[config.mk]
export PLATFORM = sky130hd
export DESIGN_NAME = ascii_radix_converter
export DESIGN_NICKNAME = d
export VERILOG_FILES = /design/src/rtl/arc_pkg.sv /design/src/rtl/arc_ctrl.sv /design/src/rtl/arc_dp.sv /design/src/rtl/ascii_radix_converter.sv
export SDC_FILE = /design/constraint.sdc
export NUM_CORES = 1
export LEC_CHECK = 0
export ABC_AREA = 1
export ABC_CLOCK_PERIOD_IN_PS = 4700
export BUFFER_PORTS_ARGS = -buffer_cell sky130_fd_sc_hd__buf_2
export CAP_MARGIN = 20
export CORE_MARGIN = 2
export CORE_UTILIZATION = 50
export CTS_CLUSTER_SIZE = 8
export DETAILED_ROUTE_END_ITERATION = 8
export PLACE_DENSITY = 0.68
export SLEW_MARGIN = 10
export SYNTH_ARGS = -nofsm -noshare
export SYNTH_HDL_FRONTEND = slang
export SYNTH_SLANG_ARGS = --single-unit
[constraint.sdc]
create_clock -name clk -period 4.7 [get_ports clk]
set_input_delay 0.94 -clock clk [delete_from_list [all_inputs] [get_ports clk]]
set_output_delay 0.94 -clock clk [all_outputs]
set_load 0.005 [all_outputs]
[src/rtl/arc_pkg.sv]
// arc_pkg: shared constants, types and helper functions for the ASCII radix converter.
// Used by arc_ctrl, arc_dp and ascii_radix_converter; depends on nothing.
package arc_pkg;

  // Value and output sizing
  localparam int VALUE_WIDTH    = 64;
  localparam int MAX_OUT_DIGITS = 64;

  // Digit counts of a full-width value in each base
  localparam int BIN_DIGITS = VALUE_WIDTH;
  localparam int OCT_DIGITS = (VALUE_WIDTH + 2) / 3;
  localparam int HEX_DIGITS = (VALUE_WIDTH + 3) / 4;
  localparam int DEC_DIGITS = ((VALUE_WIDTH * 1233) >> 12) + 1;

  // Digit work register: wide enough for the BCD form, which is the widest
  localparam int WORK_W  = 4 * DEC_DIGITS;
  localparam int COUNT_W = $clog2(VALUE_WIDTH + 1);

  // Base codes
  typedef enum logic [1:0] {
    BASE_BIN = 2'd0,
    BASE_OCT = 2'd1,
    BASE_DEC = 2'd2,
    BASE_HEX = 2'd3
  } base_t;

  // Register indexes
  localparam logic [1:0] REG_SOURCE_BASE = 2'd0;
  localparam logic [1:0] REG_TARGET_BASE = 2'd1;

  // Controller states
  typedef enum logic [2:0] {
    ST_ACCUM,
    ST_LOAD,
    ST_DABBLE,
    ST_SKIP,
    ST_EMIT
  } arc_state_t;

  // Commands from controller to datapath
  typedef struct packed {
    logic accum;
    logic load;
    logic dabble;
    logic skip;
    logic emit;
  } arc_cmd_t;

  // Status from datapath to controller
  typedef struct packed {
    logic is_dec;
    logic dabble_last;
    logic skip_more;
    logic rem_one;
    logic out_free;
  } arc_stat_t;

  // Decode an ASCII character to {is_hex_digit, value}
  function automatic logic [4:0] char_digit(input logic [7:0] c);
    logic [4:0] r;
    r = 5'd0;
    if (c inside {["0":"9"]}) begin
      r = {1'b1, 4'(c - 8'h30)};
    end else if (c inside {["A":"F"]}) begin
      r = {1'b1, 4'(c - 8'h41 + 8'd10)};
    end else if (c inside {["a":"f"]}) begin
      r = {1'b1, 4'(c - 8'h61 + 8'd10)};
    end
    return r;
  endfunction

  // Encode a digit value as upper-case ASCII
  function automatic logic [7:0] digit_char(input logic [3:0] d);
    logic [7:0] r;
    if (d < 4'd10) begin
      r = 8'h30 + {4'd0, d};
    end else begin
      r = 8'h41 + {4'd0, d} - 8'd10;
    end
    return r;
  endfunction

endpackage

[src/rtl/arc_ctrl.sv]
// arc_ctrl: sequencer for the ASCII radix converter.
// Issues arc_pkg::arc_cmd_t commands to arc_dp and follows its arc_pkg::arc_stat_t status.
module arc_ctrl (
  input  logic               clk,
  input  logic               rst,
  input  logic               in_valid,
  input  logic               in_last,
  output logic               in_ready,
  input  arc_pkg::arc_stat_t stat,
  output arc_pkg::arc_cmd_t  cmd
);

  arc_pkg::arc_state_t state;
  arc_pkg::arc_state_t state_next;

  // State register
  always_ff @(posedge clk) begin
    if (rst) begin
      state <= arc_pkg::ST_ACCUM;
    end else begin
      state <= state_next;
    end
  end

  // Next state and commands
  always_comb begin
    state_next = state;
    cmd        = '0;
    in_ready   = 1'b0;
    case (state)
      arc_pkg::ST_ACCUM: begin
        in_ready  = 1'b1;
        cmd.accum = in_valid;
        if (in_valid && in_last) begin
          state_next = arc_pkg::ST_LOAD;
        end
      end
      arc_pkg::ST_LOAD: begin
        cmd.load   = 1'b1;
        state_next = stat.is_dec ? arc_pkg::ST_DABBLE : arc_pkg::ST_SKIP;
      end
      arc_pkg::ST_DABBLE: begin
        cmd.dabble = 1'b1;
        if (stat.dabble_last) begin
          state_next = arc_pkg::ST_SKIP;
        end
      end
      arc_pkg::ST_SKIP: begin
        if (stat.skip_more) begin
          cmd.skip = 1'b1;
        end else begin
          state_next = arc_pkg::ST_EMIT;
        end
      end
      arc_pkg::ST_EMIT: begin
        if (stat.out_free) begin
          cmd.emit = 1'b1;
          if (stat.rem_one) begin
            state_next = arc_pkg::ST_ACCUM;
          end
        end
      end
      default: begin
        state_next = arc_pkg::ST_ACCUM;
      end
    endcase
  end

endmodule

[src/rtl/arc_dp.sv]
// arc_dp: datapath of the ASCII radix converter: base registers, accumulator,
// double-dabble BCD stage, digit shifter and output register. Uses arc_pkg.
module arc_dp (
  input  logic               clk,
  input  logic               rst,
  input  logic               cfg_valid,
  input  logic [1:0]         cfg_index,
  input  logic [1:0]         cfg_data,
  input  logic [7:0]         in_char,
  input  arc_pkg::arc_cmd_t  cmd,
  output arc_pkg::arc_stat_t stat,
  input  logic               out_ready,
  output logic               out_valid,
  output logic [7:0]         out_char,
  output logic               out_last,
  output logic               overflow
);

  localparam int VW = arc_pkg::VALUE_WIDTH;
  localparam int WW = arc_pkg::WORK_W;
  localparam int CW = arc_pkg::COUNT_W;

  arc_pkg::base_t       src_base;
  arc_pkg::base_t       tgt_base;
  logic [VW-1:0]        acc;
  logic                 ovf_flag;
  logic                 trunc;
  logic [WW-1:0]        work;
  logic [CW-1:0]        rem;
  logic [CW-1:0]        cnt;

  logic [4:0]           dec_char;
  logic                 digit_ok;
  logic [VW+3:0]        prod;
  logic [VW+3:0]        sum;
  logic [3:0]           top;
  logic [WW-1:0]        work_shift;
  logic [WW-1:0]        work_load;
  logic [CW-1:0]        rem_load;
  logic [WW-1:0]        bcd_adj;
  logic                 out_free;

  // Configuration registers
  always_ff @(posedge clk) begin
    if (rst) begin
      src_base <= arc_pkg::BASE_OCT;
      tgt_base <= arc_pkg::BASE_BIN;
    end else if (cfg_valid) begin
      case (cfg_index)
        arc_pkg::REG_SOURCE_BASE: src_base <= arc_pkg::base_t'(cfg_data);
        arc_pkg::REG_TARGET_BASE: tgt_base <= arc_pkg::base_t'(cfg_data);
        default: ;
      endcase
    end
  end

  // Decode character and form acc * base + digit
  always_comb begin
    dec_char = arc_pkg::char_digit(in_char);
    case (src_base)
      arc_pkg::BASE_BIN: begin
        digit_ok = dec_char[4] && (dec_char[3:0] < 4'd2);
        prod     = {3'b0, acc, 1'b0};
      end
      arc_pkg::BASE_OCT: begin
        digit_ok = dec_char[4] && (dec_char[3:0] < 4'd8);
        prod     = {1'b0, acc, 3'b0};
      end
      arc_pkg::BASE_DEC: begin
        digit_ok = dec_char[4] && (dec_char[3:0] < 4'd10);
        prod     = {1'b0, acc, 3'b0} + {3'b0, acc, 1'b0};
      end
      default: begin
        digit_ok = dec_char[4];
        prod     = {acc, 4'b0};
      end
    endcase
    sum = prod + {{VW{1'b0}}, dec_char[3:0]};
  end

  // Leading digit of the work register and one-digit shift
  always_comb begin
    case (tgt_base)
      arc_pkg::BASE_BIN: begin
        top        = {3'b0, work[WW-1]};
        work_shift = {work[WW-2:0], 1'b0};
      end
      arc_pkg::BASE_OCT: begin
        top        = {1'b0, work[WW-1 -: 3]};
        work_shift = {work[WW-4:0], 3'b0};
      end
      default: begin
        top        = work[WW-1 -: 4];
        work_shift = {work[WW-5:0], 4'b0};
      end
    endcase
  end

  // Left-align the value on a digit boundary for the power-of-two bases; digit count for every base
  always_comb begin
    case (tgt_base)
      arc_pkg::BASE_BIN: begin
        work_load = WW'(acc) << (WW - arc_pkg::BIN_DIGITS);
        rem_load  = CW'(arc_pkg::BIN_DIGITS);
      end
      arc_pkg::BASE_OCT: begin
        work_load = WW'(acc) << (WW - 3 * arc_pkg::OCT_DIGITS);
        rem_load  = CW'(arc_pkg::OCT_DIGITS);
      end
      arc_pkg::BASE_DEC: begin
        work_load = '0;
        rem_load  = CW'(arc_pkg::DEC_DIGITS);
      end
      default: begin
        work_load = WW'(acc) << (WW - 4 * arc_pkg::HEX_DIGITS);
        rem_load  = CW'(arc_pkg::HEX_DIGITS);
      end
    endcase
  end

  // Double-dabble correction: add three to every BCD digit of five or more
  always_comb begin
    for (int i = 0; i < arc_pkg::DEC_DIGITS; i++) begin
      bcd_adj[4*i +: 4] = (work[4*i +: 4] >= 4'd5) ? work[4*i +: 4] + 4'd3
                                                   : work[4*i +: 4];
    end
  end

  // Accumulator and overflow flag
  always_ff @(posedge clk) begin
    if (rst) begin
      acc      <= '0;
      ovf_flag <= 1'b0;
    end else if (cmd.accum) begin
      if (digit_ok && !ovf_flag) begin
        if (sum[VW+3:VW] != 4'd0) begin
          acc      <= '1;
          ovf_flag <= 1'b1;
        end else begin
          acc <= sum[VW-1:0];
        end
      end
    end else if (cmd.dabble) begin
      acc <= {acc[VW-2:0], 1'b0};
    end else if (cmd.emit && rem == CW'(1)) begin
      acc      <= '0;
      ovf_flag <= 1'b0;
    end
  end

  // Digit work register, digit count and dabble count
  always_ff @(posedge clk) begin
    if (cmd.load) begin
      work <= work_load;
      rem  <= rem_load;
      cnt  <= CW'(VW);
    end else if (cmd.dabble) begin
      work <= {bcd_adj[WW-2:0], acc[VW-1]};
      cnt  <= cnt - CW'(1);
    end else if (cmd.skip || cmd.emit) begin
      work <= work_shift;
      rem  <= rem - CW'(1);
    end
  end

  // Truncation flag: a non-zero digit dropped above the output limit
  always_ff @(posedge clk) begin
    if (rst || cmd.load) begin
      trunc <= 1'b0;
    end else if (cmd.skip && 32'(rem) > arc_pkg::MAX_OUT_DIGITS && top != 4'd0) begin
      trunc <= 1'b1;
    end
  end

  // Output register
  assign out_free = !out_valid || out_ready;

  always_ff @(posedge clk) begin
    if (rst) begin
      out_valid <= 1'b0;
    end else if (cmd.emit) begin
      out_valid <= 1'b1;
    end else if (out_ready) begin
      out_valid <= 1'b0;
    end
  end

  always_ff @(posedge clk) begin
    if (cmd.emit) begin
      out_char <= arc_pkg::digit_char(top);
      out_last <= (rem == CW'(1));
      overflow <= ovf_flag || trunc;
    end
  end

  // Status to the controller
  always_comb begin
    stat.is_dec      = (tgt_base == arc_pkg::BASE_DEC);
    stat.dabble_last = (cnt == CW'(1));
    stat.skip_more   = (32'(rem) > arc_pkg::MAX_OUT_DIGITS) ||
                       (rem > CW'(1) && top == 4'd0);
    stat.rem_one     = (rem == CW'(1));
    stat.out_free    = out_free;
  end

`ifndef SYNTHESIS
  // Final digit handed over clears the number state
  a_clear_after_last: assert property (@(posedge clk) disable iff (rst)
    (cmd.emit && rem == CW'(1)) |=> (acc == '0 && !ovf_flag))
    else $error("accumulator not cleared after final digit");

  // A saturated accumulator reads all ones while characters arrive
  a_saturate: assert property (@(posedge clk) disable iff (rst)
    (cmd.accum && ovf_flag) |-> (acc == '1))
    else $error("overflow set without saturated accumulator");

  // A digit is loaded only when the output register can take it
  a_emit_free: assert property (@(posedge clk) disable iff (rst)
    cmd.emit |-> (!out_valid || out_ready))
    else $error("digit loaded over a pending beat");

  // Skipping never drops the last remaining digit
  a_skip_keeps_one: assert property (@(posedge clk) disable iff (rst)
    cmd.skip |-> (rem > CW'(1)))
    else $error("skip consumed the final digit");
`endif

endmodule

[src/rtl/ascii_radix_converter.sv]
// ascii_radix_converter: one input character per cycle is folded into a 64-bit accumulator.
// After the character marked last: a load step, double-dabble steps when the target is
// decimal, leading-zero skip steps, then an emit step per output digit (held back while
// out_ready is low). No character is taken until the final digit is in the output
// register. Reset: source octal, target binary, accumulator and flags cleared.
// Depends on arc_pkg, arc_ctrl and arc_dp.
module ascii_radix_converter (
  input  logic       clk,
  input  logic       rst,
  input  logic       cfg_valid,
  output logic       cfg_ready,
  input  logic [1:0] cfg_index,
  input  logic [1:0] cfg_data,
  input  logic       in_valid,
  output logic       in_ready,
  input  logic [7:0] in_char,
  input  logic       in_last,
  output logic       out_valid,
  input  logic       out_ready,
  output logic [7:0] out_char,
  output logic       out_last,
  output logic       overflow
);

  arc_pkg::arc_cmd_t  cmd;
  arc_pkg::arc_stat_t stat;

  // Register writes are always taken
  assign cfg_ready = 1'b1;

  arc_ctrl u_ctrl (
    .clk      (clk),
    .rst      (rst),
    .in_valid (in_valid),
    .in_last  (in_last),
    .in_ready (in_ready),
    .stat     (stat),
    .cmd      (cmd)
  );

  arc_dp u_dp (
    .clk       (clk),
    .rst       (rst),
    .cfg_valid (cfg_valid),
    .cfg_index (cfg_index),
    .cfg_data  (cfg_data),
    .in_char   (in_char),
    .cmd       (cmd),
    .stat      (stat),
    .out_ready (out_ready),
    .out_valid (out_valid),
    .out_char  (out_char),
    .out_last  (out_last),
    .overflow  (overflow)
  );

endmodule

* After elaboration in Yosys (flattened, before gate mapping)
Cells that the tools add are included.
** Word-level totals
- Latch bits :: 0
- Register bits after elaboration :: 178
- Word-level logic and storage cells :: 197
- Input port bits :: 18
- Memories :: 0
- Output and inout bits :: 13
- Bits in read-only memories :: 0
- Bits in writable memories :: 0
** Operators by class
- Multiplexer cells :: 63
- Div/mod/pow operators :: 0
- Multipliers :: 0
- Shift-type cells :: 0
- Eq/ne operators :: 20
- Add/subtract/negate cells :: 32
- Bitwise logic cells :: 0
- $lt $le $gt $ge :: 32
- Reduce and logical (&&, ||, !) cells :: 37
** Operators by type and width (number)
- $mux 64 :: 5
- $pmux 80 s2 :: 2
- $mux 80 :: 3
- $pmux 68 s3 :: 1
- $ge 4x3->1 const B :: 20
- $add 4x2->4 const B :: 19
- $mux 4 :: 19
- $add 67x65->68 :: 1
- $add 68x4->68 :: 1
- $mux 7 :: 3
- $pmux 7 s3 :: 1
- $mux 3 :: 6
- $ge 8x7->1 const B :: 2
- $le 8x7->1 const B :: 2
- $mux 1 :: 16
- $mux 5 :: 3
- $pmux 3 s5 :: 1
- $eq 7x1->1 const B :: 2
- $sub 7x1->7 const B :: 2
- $logic_and 1x1->1 :: 12
- $lt 4x4->1 const B :: 3
- $ne 2x1->1 const B :: 6
- $sub 4x1->4 const B :: 3
- $add 4x4->4 const B :: 2
- 29 further kinds :: 49

* Logic depth before layout (Yosys ltp)
- Word-level depth :: 11
- Gate-level depth with buffers :: 35

* Cells and area by module
Synthesis repeated with hierarchy kept, for this count alone.
** Second synthesis, totals
- Cell total of the unflattened synthesis :: 3600
- Area, all modules :: 21924.8 µm²
** Modules (own cells, without submodules)
- arc_dp :: area an instance 21670.8 µm², instances 1, cells each 3557
- arc_ctrl :: area an instance 242.7 µm², instances 1, cells each 41
- ascii_radix_converter :: area an instance 11.3 µm², instances 1, cells each 2

* Worst setup path after synthesis
Ideal clock, no wire load.
- Path type :: register to register
- From :: register u_dp.tgt_base[1]
- To :: register u_dp.work[0], enable pin
- Arrival time :: 4.049 ns
- Stages on the path, launching flop included :: 16
- Data required time :: 4.259 ns
- Library setup time :: 0.441 ns
- Period minus slack after synthesis :: 4.490 ns
- Slack :: 0.210 ns
- Buffers on the path :: 3
- Path through :: dfxtp_1 > inv_1 > ha_1 > clkbuf_1 > inv_1 > clkbuf_1 > clkbuf_1 > o22ai_1 > a21oi_1 > ha_1 > nand2_1 > nor2_1 > o2111ai_1 > nand2_1 > nor2_1 > nand2_1
** On the way
- Longest elaborated chain between the ends :: 9
- Elaborated cells on any way between the ends :: 10
- Those cells by class :: eq/ne (1); mux (3); reduce/logical (6)
** RTL lines
- from (decl) :: line arc_dp.sv:24 : arc_pkg::base_t tgt_base;
- from (signal assigned) :: line arc_dp.sv:47 : tgt_base <= arc_pkg::BASE_BIN;
- from (signal assigned) :: line arc_dp.sv:51 : arc_pkg::REG_TARGET_BASE: tgt_base <= arc_pkg::base_t'(cfg_data);
- $eq 2x1->1 / $logic_not 2->1 (equally long branches) :: line arc_dp.sv:83 : case (tgt_base)
- $pmux 4 s2 * :: line arc_dp.sv:83
- $logic_not 4->1 * :: line arc_dp.sv:201 : (rem > CW'(1) && top == 4'd0);
- $logic_and 1x1->1 * :: line arc_dp.sv:201
- $logic_or 1x1->1 * :: line arc_dp.sv:200 : stat.skip_more = (32'(rem) > arc_pkg::MAX_OUT_DIGITS) ||
- $mux 1 * :: line arc_ctrl.sv:49 : if (stat.skip_more) begin
- $mux 1 * :: line arc_ctrl.sv:30 : case (state)
- $logic_or 1x1->1 * :: line arc_dp.sv:160 : end else if (cmd.skip || cmd.emit) begin
- $reduce_bool 3->1 (no source line) *
- to (signal assigned) :: line arc_dp.sv:154 : work <= work_load;
- to (signal assigned) :: line arc_dp.sv:158 : work <= {bcd_adj[WW-2:0], acc[VW-1]};
- to (signal assigned) :: line arc_dp.sv:161 : work <= work_shift;
- to (decl) :: line arc_dp.sv:28 : logic [WW-1:0] work;
Mark *: on every way between the ends. The rest lies on a longest branch, timed or not.
A chain may end at the register's enable or synchronous reset.

* Final worst setup path
- From :: input in_char[0]
- To :: register u_dp.acc[52]
** On the way
- Longest elaborated chain between the ends :: 11
- Elaborated cells on any way between the ends :: 32
- Those cells by class :: add/sub (6); order compare (9); eq/ne (1); mux (7); reduce/logical (9)
** RTL lines
- from (decl) :: line ascii_radix_converter.sv:16 : input logic [7:0] in_char,
- $sub 4x1->4, or another cell as far along :: line arc_pkg.sv:65, arc_pkg.sv:67
- $add 4x4->4 / $logic_and 1x1->1 (equally long branches) :: line arc_pkg.sv:65, arc_pkg.sv:67, arc_pkg.sv:66
- $mux 5 :: line arc_pkg.sv:66 : end else if (c inside {["a":"f"]}) begin
- $mux 5 :: line arc_pkg.sv:64 : end else if (c inside {["A":"F"]}) begin
- $mux 5 * :: line arc_pkg.sv:62 : if (c inside {["0":"9"]}) begin
- parallel branches: the longest is 6 deep, another holds $add 68x4->68
- to (signal assigned) :: line arc_dp.sv:140 : acc <= sum[VW-1:0];
- to (signal assigned) :: line arc_dp.sv:144 : acc <= {acc[VW-2:0], 1'b0};
- to (decl) :: line arc_dp.sv:25 : logic [VW-1:0] acc;
Every way passes the cells marked *. The select of a mux whose other input is x is not followed.

==> results_dict.tcl <==
set metrics [dict create \
    p_leak_nw 11.3 \
    cp-end-kind "flip-flop" \
    ant_nets 0 \
    synth_edf_count 96 \
    avgSynthCellArea_um2 5.99 \
    async_flop_share_pct 0 \
    nFillCells 4622 \
    area_growth_pct 9.88 \
    dieArea_mm2 0.0466 \
    overflow 0 \
    tritoncts "done" \
    ys_seq_area_share_pct 20.1 \
    syn-cell-area_mm2 0.0225 \
    hold_start "u_dp.cnt[0]$_SDFFE_PP0P_" \
    cts_root_buf "clkbuf_16" \
    instances_no_fill 4399 \
    max_stage_delay_ns 0.29 \
    drc 0 \
    fin_setup_tns_ns 0 \
    fp.coreArea_mm2 0.0443 \
    routed_via_density 5.66 \
    final_common_cell "nand2_1" \
    hp-class "reg -> reg" \
    path_class "in -> reg" \
    first_iter_violations 2218 \
    holdWs_ns 0.497 \
    p_per_area_mw_per_mm2 478 \
    wl_um 77100 \
    die_width_um 216 \
    worstPathRequired_ns 5.08 \
    track_usage_pct 32.2 \
    hold_buffers 0 \
    yosysWarnings 0 \
    fin_nets 3938 \
    skew_ns 0.00999 \
    start_util_pct 50.7 \
    finalCritPeriodShare_pct 96.5 \
    diodes 0 \
    clockBufferDepth 2 \
    outcome "complete, no violations" \
    die_y_um 216 \
    worstPathArrival_ns 4.92 \
    path_clk_slew_ns 0.07 \
    worstSetupStartpointType "input pin" \
    via_count 24900 \
    relSlewSlack_pct 29.3 \
    worst_slack_ns 0.165 \
    max_clock_freq_mhz 221 \
    finalWeightedCongestion 1.03 \
    io_buffer_count 28 \
    cts_buffers 17 \
    h-tree-depth 4 \
    rows 77 \
    reg2reg_depth 28 \
    grt_max_degree 120 \
    dp_hpwl_um 58400 \
    first_pass_iters 7 \
    max-vdd-ir-drop_v 0.000415 \
    drive_gt1_share_pct 10.7 \
    fin_util_pct 55.7 \
    grt_pass1_wl_um 120000 \
    syn_nets 3895 \
    hold_violations 0 \
    clkLatencyLatePin_ns 0.46 \
    grt_pass1_vias 22700 \
    worst_pin_slew_ns 1.06 \
    hold_end "u_dp.cnt[0]$_SDFFE_PP0P_" \
    antenna_found_initial 0 \
    ios 31 \
    ys_ff_latch 177 \
    cp_common_cell "nand2_1" \
    synth_ff_type "edfxtp_1" \
    slew_violations 0 \
    synth_cell_types 59 \
    period_minus_slack_ns 4.53 \
    setup-violations-final 0 \
    min_path_cells 2 \
    reg2reg_setup_slack_ns 0.24 \
    cp_slowest_cell "ha_4" \
    wire_per_inst_um 17.5 \
    r2r-start "u_dp.acc[2]$_SDFFE_PP0P_" \
    path_max_fanout 7 \
    final_cell_mix "nand2_1, inv_1, nor2_1, a21oi_1, nand3_1" \
    dpl.cell_count 4357 \
    place_worst_setup_slack_ns -0.410 \
    max-cap-violations 0 \
    worstReg2RegEnd "u_dp.acc[52]$_SDFFE_PP0P_" \
    clock_sinks 177 \
    synthCells 3751 \
]
-- timing repair --
item                       CTS  global route
setup buffers                0             5
setup endpoints to repair    0            65
gates resized for setup      0            48
-- through the flow --
stage / total power [mW] / instance area [µm²]
2_1_floorplan: 8.21 / 22500
3_3_place_gp: 10.1 / 23800
3_5_place_dp: 10.1 / 23800
4_1_cts: 11.5 / 24300
5_1_grt: 12.7 / 24700
6_report: 11.8 / 24700
-- registers in the layout (all words and copies together), names as in the netlist --
signal / count
u_dp.work: 80
u_dp.acc: 64
u_dp.cnt: 7
u_dp.out_char: 7
u_dp.rem: 7
u_ctrl.state: 3
u_dp.src_base: 2
u_dp.tgt_base: 2
u_dp.out_last: 1
u_dp.out_valid: 1
u_dp.overflow: 1
u_dp.ovf_flag: 1
u_dp.trunc: 1
-- cell usage after synthesis (7+ instances only) --
master / n / area [µm²]
nand2_1: 1160 / 4350
inv_1: 592 / 2220
nor2_1: 291 / 1090
a21oi_1: 243 / 1220
nand3_1: 190 / 951
ha_1: 124 / 1550
o21ai_0: 123 / 616
edfxtp_1: 96 / 2880
nand4_1: 94 / 588
clkbuf_1: 92 / 345
dfxtp_1: 81 / 1620
o22ai_1: 75 / 469
xor2_1: 74 / 648
a221oi_1: 73 / 639
a21oi_2: 47 / 412
o211ai_1: 36 / 270
inv_2: 35 / 131
o2111ai_1: 29 / 254
nor2_2: 23 / 144
nor3_1: 22 / 110
o221ai_1: 21 / 184
buf_2: 20 / 100
xnor2_1: 19 / 166
or2_2: 17 / 106
nand2_2: 16 / 100
buf_1: 15 / 56.3
nand3b_1: 14 / 105
o21ai_1: 13 / 65.1
buf_6: 12 / 135
clkinv_1: 10 / 37.5
nor2_4: 10 / 113
a22oi_1: 9 / 67.6
nand3_2: 9 / 90.1
a32oi_1: 7 / 61.3
buf_4: 7 / 52.6
-- routing by layer --
layer | part of all wire (%) | up-vias | GRT usage, %
met5 | 0 | - | 0
met4 | 3.7 | 0 | 11.6
met3 | 9.7 | 152 | 4.68
met2 | 43 | 1035 | 49.0
met1 | 44 | 11300 | 46.0
li1 | - | 12400 | -
-- power by group --
part,internal [mW],switching (mW),leakage (nW),total (mW)
Combinational,2.45,4.59,9.44,7.03
Sequential,2.66,0.728,1.58,3.38
Clock,0.751,0.625,0.283,1.38
-- logic make-up (layout without fill, tap and decap cells) --
family          Yosys count  count (layout)  synth area share [%]
fa+ha+maj               126             126                  7.09
compound gates          700             700                  20.0
xor+xnor                 93              93                  3.63
other cells               2               2                0.0334
mux                       1               1                0.0446
flops                   177             177                  20.1
simple gates           1869            1869                  35.5
buf+inv                 783             839                  13.7
-- worst max-delay path, delay by kind of cell --
family | cells | cell delay [ns]
simple gates | 20 | 2.08
fa+ha+maj | 2 | 0.51
compound gates | 3 | 0.46
buf+inv | 8 | 0.91
-- layout make-up --
cell class	instances	area, µm²	area share (%)
multi-input combinational	2791	15100	61.1
clock inverter	8	48.8	0.198
sequential	177	4500	18.3
inverter	637	2400	9.74
clock buffer	24	504	2.04
timing repair buffer	170	1390	5.63
tap	592	741	3.00
-- worst max path at each step --
stage | startpoint | endpoint | slack (ns) | cells after the start
final | in_char[0] | u_dp.acc[52]$_SDFFE_PP0P_ | 0.17 | 33
after global routing | in_char[1] | u_dp.acc[52]$_SDFFE_PP0P_ | -0.12 | 34
after CTS | in_char[0] | u_dp.acc[62]$_SDFFE_PP0P_ | 0.05 | 34
after detailed placement | in_char[0] | u_dp.acc[62]$_SDFFE_PP0P_ | -0.41 | 34
after global placement | in_char[1] | u_dp.acc[5]$_SDFFE_PP0P_ | -0.37 | 33
after floorplan | u_dp.tgt_base[1]$_SDFFE_PP0P_ | u_dp.work[0]$_SDFFCE_PP0P_ | 0.21 | 15
Note: power is estimated with default switching activity, not from simulation.
